[config.mk]
export PLATFORM = sky130hd
export DESIGN_NAME = agsl_queue
export DESIGN_NICKNAME = d
export VERILOG_FILES = /design/src/agsl_pkg.sv /design/src/agsl_queue.sv
export SDC_FILE = /design/constraint.sdc
export NUM_CORES = 1
export LEC_CHECK = 0
export BUFFER_PORTS_ARGS = -buffer_cell sky130_fd_sc_hd__buf_2
export CORE_ASPECT_RATIO = 0.6
export CORE_MARGIN = 1
export CORE_UTILIZATION = 33
export DETAILED_ROUTE_END_ITERATION = 7
export GPL_TIMING_DRIVEN = 0
export PLACE_DENSITY = 0.56
export SYNTH_ARGS = -nofsm -noshare
export SYNTH_HDL_FRONTEND = slang
export SYNTH_SLANG_ARGS = --single-unit
[constraint.sdc]
create_clock -name aclk -period 3.6 [get_ports aclk]
set_input_delay 0.72 -clock aclk [delete_from_list [all_inputs] [get_ports aclk]]
set_output_delay 0.72 -clock aclk [all_outputs]
set_load 0.1 [all_outputs]
[src/agsl_pkg.sv]
// ----------------------------------------------------------------------------
// agsl_pkg
// Shared types, constants and the exponential table builder for the audio
// gain smoother and soft limiter.
// ----------------------------------------------------------------------------
package agsl_pkg;

    // Default sizes.
    localparam int EXP_TABLE_SIZE_DEF = 256;
    localparam int MAX_CHANNELS_DEF   = 8;
    localparam int QUEUE_DEPTH        = 2;

    // Configuration register indexes.
    typedef enum logic [2:0] {
        CFG_SAMPLE_FORMAT = 3'd0,
        CFG_VALID_BITS    = 3'd1,
        CFG_PADDING_BITS  = 3'd2,
        CFG_CHANNEL_COUNT = 3'd3,
        CFG_MUTED         = 3'd4,
        CFG_TARGET_GAIN   = 3'd5,
        CFG_SMOOTHING     = 3'd6,
        CFG_UNUSED        = 3'd7
    } cfg_index_t;

    // Sample format codes.
    localparam logic [2:0] FMT_FLOAT32 = 3'd0;
    localparam logic [2:0] FMT_PCM16   = 3'd1;
    localparam logic [2:0] FMT_PCM24   = 3'd2;
    localparam logic [2:0] FMT_PCM32   = 3'd3;

    // Limiter constants in Q7.24.
    localparam logic [23:0] KNEE_Q24   = 24'd13421773;
    localparam logic [23:0] CEIL_Q24   = 24'd14952710;
    localparam logic [20:0] SPAN_Q24   = 21'd1530937;
    // Excess over the knee at which the table index runs past its end.
    localparam logic [31:0] SPAN_LIMIT = 32'd24494992;
    // Reciprocal of the span scaled by 2^41, rounded down. An estimate of
    // excess * 2^16 / span from it is exact or one short.
    localparam logic [20:0] SPAN_RECIP = 21'((64'd1 << 41) / 64'(SPAN_Q24));

    localparam logic [17:0] UNITY_GAIN = 18'd65536;

    // Configuration register set.
    typedef struct packed {
        logic [2:0]  sample_format;
        logic [5:0]  valid_bits;
        logic [4:0]  padding_bits;
        logic [3:0]  channel_count;
        logic        muted;
        logic [16:0] target_gain;
        logic [15:0] smoothing;
    } cfg_t;

    // How the back end treats an item.
    typedef enum logic [1:0] {
        KIND_PASS,
        KIND_MUTE,
        KIND_PROC
    } kind_t;

    // One queued request from the front end to the back end.
    typedef struct packed {
        logic [31:0] sample_bits;
        logic        start_of_block;
        kind_t       kind;
        logic        frame_start;
    } item_t;

    // Entry i of the table is exp(-16 i / size) in Q1.16, built from a Taylor
    // series of the step and repeated rounded Q30 multiplication.
    function automatic logic [16:0] exp_entry(input int unsigned idx,
                                              input logic [63:0] step);
        logic [63:0]        term;
        logic signed [63:0] sum;
        logic [63:0]        ratio;
        logic [63:0]        q;
        logic [63:0]        rounded;
        term = 64'd1 << 30;
        sum  = 64'sd1 << 30;
        for (int k = 1; k <= 14; k++) begin
            term = ((term * step) >> 30) / 64'(k);
            if (k % 2 == 1) begin
                sum = sum - $signed(term);
            end else begin
                sum = sum + $signed(term);
            end
        end
        ratio = $unsigned(sum);
        q     = 64'd1 << 30;
        for (int unsigned i = 0; i < idx; i++) begin
            q = (q * ratio + (64'd1 << 29)) >> 30;
        end
        rounded = (q + 64'd8192) >> 14;
        return rounded[16:0];
    endfunction

endpackage

[src/agsl_queue.sv]
// ----------------------------------------------------------------------------
// agsl_queue
// Short queue of classified requests between the front and back ends.
// ----------------------------------------------------------------------------
module agsl_queue (
    input  logic            aclk,
    input  logic            aresetn,
    input  logic            push,
    input  agsl_pkg::item_t push_item,
    output logic            full,
    input  logic            pop,
    output logic            not_empty,
    output agsl_pkg::item_t head
);
    import agsl_pkg::*;

    localparam int AW = $clog2(QUEUE_DEPTH);

    item_t         mem [QUEUE_DEPTH];
    logic [AW-1:0] wr_ptr_reg;
    logic [AW-1:0] rd_ptr_reg;
    logic [AW:0]   count_reg;

    assign full      = (count_reg == (AW+1)'(QUEUE_DEPTH));
    assign not_empty = (count_reg != '0);
    assign head      = mem[rd_ptr_reg];

    // Storage.
    always_ff @(posedge aclk) begin
        if (push) begin
            mem[wr_ptr_reg] <= push_item;
        end
    end

    // Pointers and fill count.
    always_ff @(posedge aclk) begin
        if (!aresetn) begin
            wr_ptr_reg <= '0;
            rd_ptr_reg <= '0;
            count_reg  <= '0;
        end else begin
            if (push) begin
                wr_ptr_reg <= (wr_ptr_reg == AW'(QUEUE_DEPTH - 1)) ? '0 : wr_ptr_reg + AW'(1);
            end
            if (pop) begin
                rd_ptr_reg <= (rd_ptr_reg == AW'(QUEUE_DEPTH - 1)) ? '0 : rd_ptr_reg + AW'(1);
            end
            if (push && !pop) begin
                count_reg <= count_reg + (AW+1)'(1);
            end else if (pop && !push) begin
                count_reg <= count_reg - (AW+1)'(1);
            end
        end
    end

endmodule

==> flow_summary.json <==
{
  "hp-start": "count_reg[1]",
  "dr.first_iter.drc_count": 54,
  "syn_nets": 175,
  "clock_latency_ns": 0.33,
  "arrival_ns": 1.75,
  "grt_overflow": 0,
  "grt_pass1_wl_um": 7410,
  "synth_most_common_cell": "edfxtp_1",
  "crit_top_cell": "buf_2",
  "ios": 78,
  "tns_ns": 0,
  "clkTransAtPathRegs_ns": 0.05,
  "grt_pass1_vias": 1458,
  "cp_max_fo": 10,
  "synthAdderAreaFrac_pct": 0.442,
  "synth_edf_count": 72,
  "drc": 0,
  "start_util_pct": 35.0,
  "synth_top_family_by_area": "multiplexers",
  "dieArea_mm2": 0.00895,
  "io_buffers": 77,
  "yosysWarningCount": 0,
  "hold_viol": 0,
  "r2r-start": "wr_ptr_reg",
  "fin_area_mm2": 0.00374,
  "yosys_register_bits": 77,
  "hp-class": "reg -> reg",
  "synth_area_leader_cell": "edfxtp_1",
  "fin_nets": 265,
  "synth_compound_area_share_pct": 0.708,
  "syn_area_per_cell_um2": 21.1,
  "place_ws_ns": 1.46,
  "hold_buffers": 0,
  "setup_viol": 0,
  "worst_pin_slew_ns": 0.567,
  "largest_reg_flops": 72,
  "ant_nets": 0,
  "ys_seq_area_share_pct": 80.0,
  "cts_resized": 0,
  "cts_sinks": 77,
  "path_cells": "buf_2 -> buf_6 -> mux2_2 -> buf_2",
  "wl_um": 4870,
  "place.gp.congestion": 0.639,
  "num-fill-cells": 686,
  "synth_top_cell_area_share_pct": 76.5,
  "cp_slowest_stage_delay_ns": 0.36,
  "cts.path.max_buffers": 2,
  "max-cap-violations": 0,
  "leakage_uw": 0.00143,
  "coreArea_mm2": 0.00807,
  "place_area_mm2": 0.00341,
  "synth-simple-area-share_pct": 2.08,
  "groute.usage.overall_pct": 12.1,
  "fin_skew_ns": 0.00289,
  "yosys-top-cells-count": "edfxtp_1 (72), mux2_2 (36), dfxtp_1 (5), and2_1 (4), buf_6 (3)",
  "antenna_found_initial": 1,
  "dieWidth_um": 122,
  "synth_xor_area_share_pct": 0.929,
  "detail_route.first_pass.iterations": 3,
  "rsz0062_at_grt": "false",
  "relSlewSlack_pct": 62.1,
  "ys.flop_type": "edfxtp_1",
  "critPathCaptureType": "output pin",
  "cts_tree": "built",
  "vdd_drop_max_uv": 342,
  "start_kind": "flop",
  "fmax_mhz": 404,
  "worstSetupPathType": "reg -> out",
  "cts_buffers": 9,
  "period_minus_slack_ns": 2.47,
  "muxShareOfSynthArea_pct": 14.3,
  "syn_to_final_growth_pct": 32.3,
  "synthCells": 134,
  "grt_start_max_net_pins": 23,
  "slew_violations": 0,
  "drt-wirelength-per-cell_um": 14.4,
  "cts_setup_buffers": 0,
  "synth_async_sr_flop_share_pct": 0,
  "fin_ws_ns": 1.13,
  "vias": 1473,
  "cp_slowest_cell": "mux2_2",
  "htree_levels": 3,
  "yosys.cell_types.count": 17,
  "syn_area_mm2": 0.00283,
  "viasPerCell": 4.37,
  "die_height_um": 73.7,
  "required_ns": 2.88,
  "antenna_cells": 0,
  "std_cell_rows": 25,
  "synthTopCellsByArea": "edfxtp_1 (76%), mux2_2 (14%), dfxtp_1 (3.5%)",
  "period_share_pct": 68.7,
  "p_per_area_mw_per_mm2": 685,
  "cts_root_buffer": "clkbuf_16",
  "drive_above_1_share_pct": 59.0,
  "status": "completed"
}
-- metrics by stage --
stage	utilization [%]	cells	power, µW	hold slack, ns
finish	46.4	337	2560	0.501
global route	46.4	337	2660	0.552
CTS	46.4	337	2600	0.503
detailed placement	42.3	321	1600	0.495
global placement	41.5	319	1590	0.483
floorplan	-	134	1500	0.461
-- metal layers --
metal  routed length, µm  share of wire (%)  GRT usage, %
met1                2220                 46          14.3
met3                 484                9.9          9.24
met5                  20               0.41             0
met2                2090                 43          17.0
met4                  47               0.97          3.29
-- cells by family after synthesis --
family / Yosys count
buf+inv: 5
xor+xnor: 3
compound gates: 3
simple gates: 9
fa+ha+maj: 1
mux: 36
flops: 77
-- power by group --
part | internal (µW) | switching (µW)
Sequential | 1030 | 12.0
Combinational | 113 | 421
Clock | 669 | 315
Total | 1820 | 748
-- worst max-delay path: cells and delay by family (launching register included) --
kind                   cells  cell delay, ns
buffers and inverters      3            0.76
muxes                      1            0.36
DFF                        1            0.30
-- placed cells by master (no fill, tap or decap), types with 2 or more instances in the layout --
cell type,netlist,layout
buf_6,3,3
buf_2,1,78
bufinv_16,0,3
edfxtp_1,72,72
mux2_2,36,36
xor2_1,2,2
clkinv_1,0,3
buf_16,0,2
dfxtp_1,5,5
clkbuf_16,0,9
and2_1,4,3
-- final timing paths --
kind / endpoint / slack (ns) / cells after the start
worst max-delay path: head[17] / 1.13 / 4
worst min-delay path: count_reg[1] / 0.50 / 2
worst max register to register: mem[1][29] / 2.19 / 2
worst min register to register: count_reg[1] / 0.50 / 2
-- area by class of cell --
type                    instances  area, µm²  area share, %
plain buffers                   4       38.8           1.04
inverters                       1       3.75          0.100
clock buffers                  10        229           6.12
flip-flops and latches         77       2260           60.4
well taps                     108        135           3.61
multi-input cells              52        532           14.2
repair buffers                 79        440           11.8
clock inverters                 6        101           2.71
(Power assumes the default switching activity.)
