## src/agsl_pkg.sv

```systemverilog
// ----------------------------------------------------------------------------
// agsl_pkg
// Shared types, constants and the exponential table builder for the audio
// gain smoother and soft limiter.
// ----------------------------------------------------------------------------
package agsl_pkg;

    // Default sizes.
    localparam int EXP_TABLE_SIZE_DEF = 256;
    localparam int MAX_CHANNELS_DEF   = 8;
    localparam int QUEUE_DEPTH        = 2;

    // Configuration register indexes.
    typedef enum logic [2:0] {
        CFG_SAMPLE_FORMAT = 3'd0,
        CFG_VALID_BITS    = 3'd1,
        CFG_PADDING_BITS  = 3'd2,
        CFG_CHANNEL_COUNT = 3'd3,
        CFG_MUTED         = 3'd4,
        CFG_TARGET_GAIN   = 3'd5,
        CFG_SMOOTHING     = 3'd6,
        CFG_UNUSED        = 3'd7
    } cfg_index_t;

    // Sample format codes.
    localparam logic [2:0] FMT_FLOAT32 = 3'd0;
    localparam logic [2:0] FMT_PCM16   = 3'd1;
    localparam logic [2:0] FMT_PCM24   = 3'd2;
    localparam logic [2:0] FMT_PCM32   = 3'd3;

    // Limiter constants in Q7.24.
    localparam logic [23:0] KNEE_Q24   = 24'd13421773;
    localparam logic [23:0] CEIL_Q24   = 24'd14952710;
    localparam logic [20:0] SPAN_Q24   = 21'd1530937;
    // Excess over the knee at which the table index runs past its end.
    localparam logic [31:0] SPAN_LIMIT = 32'd24494992;
    // Reciprocal of the span scaled by 2^41, rounded down. An estimate of
    // excess * 2^16 / span from it is exact or one short.
    localparam logic [20:0] SPAN_RECIP = 21'((64'd1 << 41) / 64'(SPAN_Q24));

    localparam logic [17:0] UNITY_GAIN = 18'd65536;

    // Configuration register set.
    typedef struct packed {
        logic [2:0]  sample_format;
        logic [5:0]  valid_bits;
        logic [4:0]  padding_bits;
        logic [3:0]  channel_count;
        logic        muted;
        logic [16:0] target_gain;
        logic [15:0] smoothing;
    } cfg_t;

    // How the back end treats an item.
    typedef enum logic [1:0] {
        KIND_PASS,
        KIND_MUTE,
        KIND_PROC
    } kind_t;

    // One queued request from the front end to the back end.
    typedef struct packed {
        logic [31:0] sample_bits;
        logic        start_of_block;
        kind_t       kind;
        logic        frame_start;
    } item_t;

    // Entry i of the table is exp(-16 i / size) in Q1.16, built from a Taylor
    // series of the step and repeated rounded Q30 multiplication.
    function automatic logic [16:0] exp_entry(input int unsigned idx,
                                              input logic [63:0] step);
        logic [63:0]        term;
        logic signed [63:0] sum;
        logic [63:0]        ratio;
        logic [63:0]        q;
        logic [63:0]        rounded;
        term = 64'd1 << 30;
        sum  = 64'sd1 << 30;
        for (int k = 1; k <= 14; k++) begin
            term = ((term * step) >> 30) / 64'(k);
            if (k % 2 == 1) begin
                sum = sum - $signed(term);
            end else begin
                sum = sum + $signed(term);
            end
        end
        ratio = $unsigned(sum);
        q     = 64'd1 << 30;
        for (int unsigned i = 0; i < idx; i++) begin
            q = (q * ratio + (64'd1 << 29)) >> 30;
        end
        rounded = (q + 64'd8192) >> 14;
        return rounded[16:0];
    endfunction

endpackage

```

## src/agsl_front.sv

```systemverilog
// ----------------------------------------------------------------------------
// agsl_front
// Accepts input samples, tracks the channel position within the frame and
// classifies each sample for the back end.
// ----------------------------------------------------------------------------
module agsl_front #(
    parameter int MAX_CHANNELS = agsl_pkg::MAX_CHANNELS_DEF
) (
    input  logic           aclk,
    input  logic           aresetn,
    input  agsl_pkg::cfg_t cfg,
    input  logic           s_tvalid,
    output logic           s_tready,
    input  logic [31:0]    s_tdata,   // sample_bits[31:0]
    input  logic           s_tuser,   // start_of_block
    input  logic           q_full,
    output logic           q_push,
    output agsl_pkg::item_t q_item
);
    import agsl_pkg::*;

    localparam int CW = $clog2(MAX_CHANNELS + 1);
    localparam int PW = (MAX_CHANNELS > 1) ? $clog2(MAX_CHANNELS) : 1;

    logic [PW-1:0] pos_reg;
    logic [PW-1:0] pos_next;
    logic [PW-1:0] pos_cur;
    logic [CW-1:0] count;

    // Effective channel count, clamped into one to the maximum.
    always_comb begin
        if (cfg.channel_count == 4'd0) begin
            count = CW'(1);
        end else if (int'(cfg.channel_count) > MAX_CHANNELS) begin
            count = CW'(MAX_CHANNELS);
        end else begin
            count = CW'(cfg.channel_count);
        end
    end

    // Position of this sample and of the next one.
    always_comb begin
        if (s_tuser || ((CW+1)'(pos_reg) >= (CW+1)'(count))) begin
            pos_cur = '0;
        end else begin
            pos_cur = pos_reg;
        end
        if ((CW+1)'(pos_cur) + (CW+1)'(1) >= (CW+1)'(count)) begin
            pos_next = '0;
        end else begin
            pos_next = pos_cur + PW'(1);
        end
    end

    assign s_tready = !q_full;
    assign q_push   = s_tvalid && s_tready;

    // Classify the request.
    always_comb begin
        q_item.sample_bits    = s_tdata;
        q_item.start_of_block = s_tuser;
        q_item.frame_start    = (pos_cur == '0);
        if (cfg.sample_format > FMT_PCM32) begin
            q_item.kind = KIND_PASS;
        end else if (cfg.muted) begin
            q_item.kind = KIND_MUTE;
        end else begin
            q_item.kind = KIND_PROC;
        end
    end

    always_ff @(posedge aclk) begin
        if (!aresetn) begin
            pos_reg <= '0;
        end else if (q_push) begin
            pos_reg <= pos_next;
        end
    end

endmodule

```

## config.mk

```make
export PLATFORM = sky130hd
export DESIGN_NAME = agsl_front
export DESIGN_NICKNAME = d
export VERILOG_FILES = /design/src/agsl_pkg.sv /design/src/agsl_front.sv
export SDC_FILE = /design/constraint.sdc
export NUM_CORES = 1
export LEC_CHECK = 0
export BUFFER_PORTS_ARGS = -buffer_cell sky130_fd_sc_hd__buf_2
export CAP_MARGIN = 20
export CORE_MARGIN = 2
export CORE_UTILIZATION = 26
export CTS_BUF_LIST = sky130_fd_sc_hd__clkbuf_2
export CTS_CLUSTER_SIZE = 28
export DETAILED_ROUTE_END_ITERATION = 7
export GPL_ROUTABILITY_DRIVEN = 0
export PLACE_DENSITY = 0.79
export REMOVE_ABC_BUFFERS = 1
export SLEW_MARGIN = 20
export SYNTH_ARGS = -nofsm -noshare
export SYNTH_HDL_FRONTEND = slang
export SYNTH_SLANG_ARGS = --single-unit
```

## constraint.sdc

```tcl
create_clock -name aclk -period 4.2 [get_ports aclk]
set_clock_uncertainty 0.2 [all_clocks]
set_input_delay 0.21 -clock aclk [delete_from_list [all_inputs] [get_ports aclk]]
set_output_delay 0.21 -clock aclk [all_outputs]
set_load 0.03 [all_outputs]
```

==> impl_metrics.env <==
export IMPL_detailed_place_area_sq_um=511.7
export IMPL_min_delay_start="aresetn"
export IMPL_via_per_inst=4.571
export IMPL_drc=0
export IMPL_core_sq_um=2410
export IMPL_cts_sinks=3
export IMPL_cts_made_buffers=3
export IMPL_worstSetupPathType="reg2reg"
export IMPL_grt_util_all_layers_pct=14.61
export IMPL_ioPinCount=127
export IMPL_htreeDepth=1
export IMPL_holdPathEnd="pos_reg[1]$_SDFFE_PN0P_"
export IMPL_drt_iter0_drc=10
export IMPL_setup_viol=0
export IMPL_cts_tree="yes"
export IMPL_maxSlewHeadroom_pct=78.91
export IMPL_crit_path_start_kind="flop"
export IMPL_arrival_ns=3.20
export IMPL_slew_violations=0
export IMPL_required_ns=4.11
export IMPL_postRouteAntennaNets=0
export IMPL_min_period_ns=3.298
export IMPL_syn_avg_cell_area_sq_um=7.294
export IMPL_reg2reg_from="pos_reg[0]$_SDFFE_PN0P_"
export IMPL_tightest_slew_ns=0.3155
export IMPL_hold_viol_final=0
export IMPL_regArea_sq_um=60.06
export IMPL_cap_violations=0
export IMPL_multi_input_area_sq_um=307.8
export IMPL_via_count=480
export IMPL_grt_pass1_wl_microns=2656
export IMPL_drive_gt1_share_pct=28.00
export IMPL_max_freq_ghz=0.3032
export IMPL_syn_inst=88
export IMPL_fin_crit_sh_pct=78.52
export IMPL_antenna_found_initial=0
export IMPL_fp_dieArea_sq_um=2882
export IMPL_final_cell_mix="16 x buf_2, 10 x nor2_1, 9 x ha_1"
export IMPL_p_leak_nw=0.2882
export IMPL_final_fill_count=282
export IMPL_nNetsFinal=174
export IMPL_final_common_cell="buf_2"
export IMPL_r2r_end="pos_reg[0]$_SDFFE_PN0P_"
export IMPL_clk_pin_slew_ns=0.05
export IMPL_grt_max_degree=6
export IMPL_die_h_microns=53.69
export IMPL_regToRegSetupSlack_ns=0.90
export IMPL_crit_fanout=3
export IMPL_initial_core_util_pct=26.64
export IMPL_syn_cell_area_sq_um=641.9
export IMPL_wire_per_inst_microns=21.85
export IMPL_hpwl_microns=2163
export IMPL_rows=18
export IMPL_synthToLayoutAreaGrowth_pct=-17.15
export IMPL_hold_class="in2reg"
export IMPL_grt_pass1_vias=423
export IMPL_grt_overflow=0
export IMPL_rsz0062_at_grt="no"
export IMPL_post_cts_setup_buffers=0
export IMPL_diodes=0
export IMPL_yosysWarnings=0
export IMPL_ys_seq_area_share_pct=9.357
export IMPL_stdcell_area_sq_um=531.8
export IMPL_ys_types=21
export IMPL_io_buffers=16
export IMPL_cts_resized=0
export IMPL_fin_tns_setup_ns=0
export IMPL_worst_r2r_path_depth=12
export IMPL_clk_latency_ns=0.22
export IMPL_ys_ff_latch=3
export IMPL_postCtsHoldBufs=0
export IMPL_clockBufferDepth=2
export IMPL_report_power_total_mw=0.1046
export IMPL_power_density_nw_per_um2=196.8
export IMPL_status="finished clean"
export IMPL_largest_reg_flops=3
export IMPL_cts_root_buf="clkbuf_2"
export IMPL_wl_microns=2294
export IMPL_cp_end_kind="flop"
export IMPL_die_w_microns=53.69
export IMPL_first_pass_iters=4
export IMPL_whs_path_depth=2
export IMPL_peakVddDrop_mv=0.08890
## cells in the mapped netlist (all sizes together)
master    n  area (sq um)
a21boi    1         7.510
nand4     1         6.260
dfxtp     3         60.06
a32o      1         10.01
buf      33         247.7
nor2     10         37.54
and2      1         6.260
nor3      2         10.01
and3      1         6.260
a21oi     3         18.77
or3       1         6.260
a211o     2         17.52
xnor2     1         8.760
nor2b     1         6.260
nand2b    2         12.51
ha        9         112.6
nand3     1         5.000
inv       7         26.28
a2111oi   1         10.01
nand2     7         26.28
## worst max path at each step
stage                       startpoint                 endpoint  depth (start not counted)
3_5_place_dp                   cfg[35]  pos_reg[0]$_SDFFE_PN0P_                         15
2_1_floorplan                  cfg[35]  pos_reg[0]$_SDFFE_PN0P_                         14
5_1_grt        pos_reg[0]$_SDFFE_PN0P_  pos_reg[0]$_SDFFE_PN0P_                         14
3_3_place_gp                   cfg[35]  pos_reg[0]$_SDFFE_PN0P_                         15
6_report       pos_reg[0]$_SDFFE_PN0P_  pos_reg[0]$_SDFFE_PN0P_                         12
4_1_cts        pos_reg[0]$_SDFFE_PN0P_  pos_reg[0]$_SDFFE_PN0P_                         12
## final cells by class
type	instances	share of cell area [%]
Clock buffer	4	3.765
Sequential cell	3	11.29
Tap cell	30	7.059
Multi-Input combinational cell	45	57.88
Inverter	7	4.941
Timing Repair Buffer	16	15.06
## through the flow
| stage | util (%) | cells | hold WS (ns) | worst slack, ns |
|---|---|---|---|---|
| after detailed placement | 21.24 | 101 | 0.2205 | 0.7543 |
| final | 22.07 | 105 | 0.08729 | 0.9021 |
| after CTS | 22.07 | 105 | 0.07470 | 0.9107 |
| after global routing | 22.07 | 105 | 0.07957 | 0.6924 |
| after floorplan | - | 55 | 0.1631 | 1.105 |
| after global placement | 21.24 | 101 | 0.2205 | 0.7825 |
## worst max-delay path, cell delays in order (launching register included)
cell       delay (ns)
dfxtp_1          0.36
inv_1            0.07
ha_1             0.28
nand2b_1         0.15
a211o_1          0.32
a21oi_2          0.19
nand2_1          0.12
ha_1             0.34
ha_1             0.28
a2111oi_1        0.06
or3_1            0.42
and3_1           0.20
a32o_1           0.21
## per-layer routing
layer  wire, microns  up-vias  track usage [%]
li1                -      228                -
met1             461      188            8.278
met2            1258       54            29.67
met3             404       10            7.500
met4             170        0            13.25
met5               0        -                0
## cell families after synthesis
group,count (synthesis),share of synthesized area [%]
AOI/OAI and AO/OA,8,9.943
buffers and inverters,40,42.69
adders and majority gates,9,17.54
DFF,3,9.357
and+or+nand+nor,27,19.11
xor gates and xnor gates,1,1.365
## power by group
part	internal, mW	switching (mW)
sequential	0.0294	0.000670
clock	0.0251	0.0172
combinational	0.0130	0.0192
(Power assumes the default switching activity.)
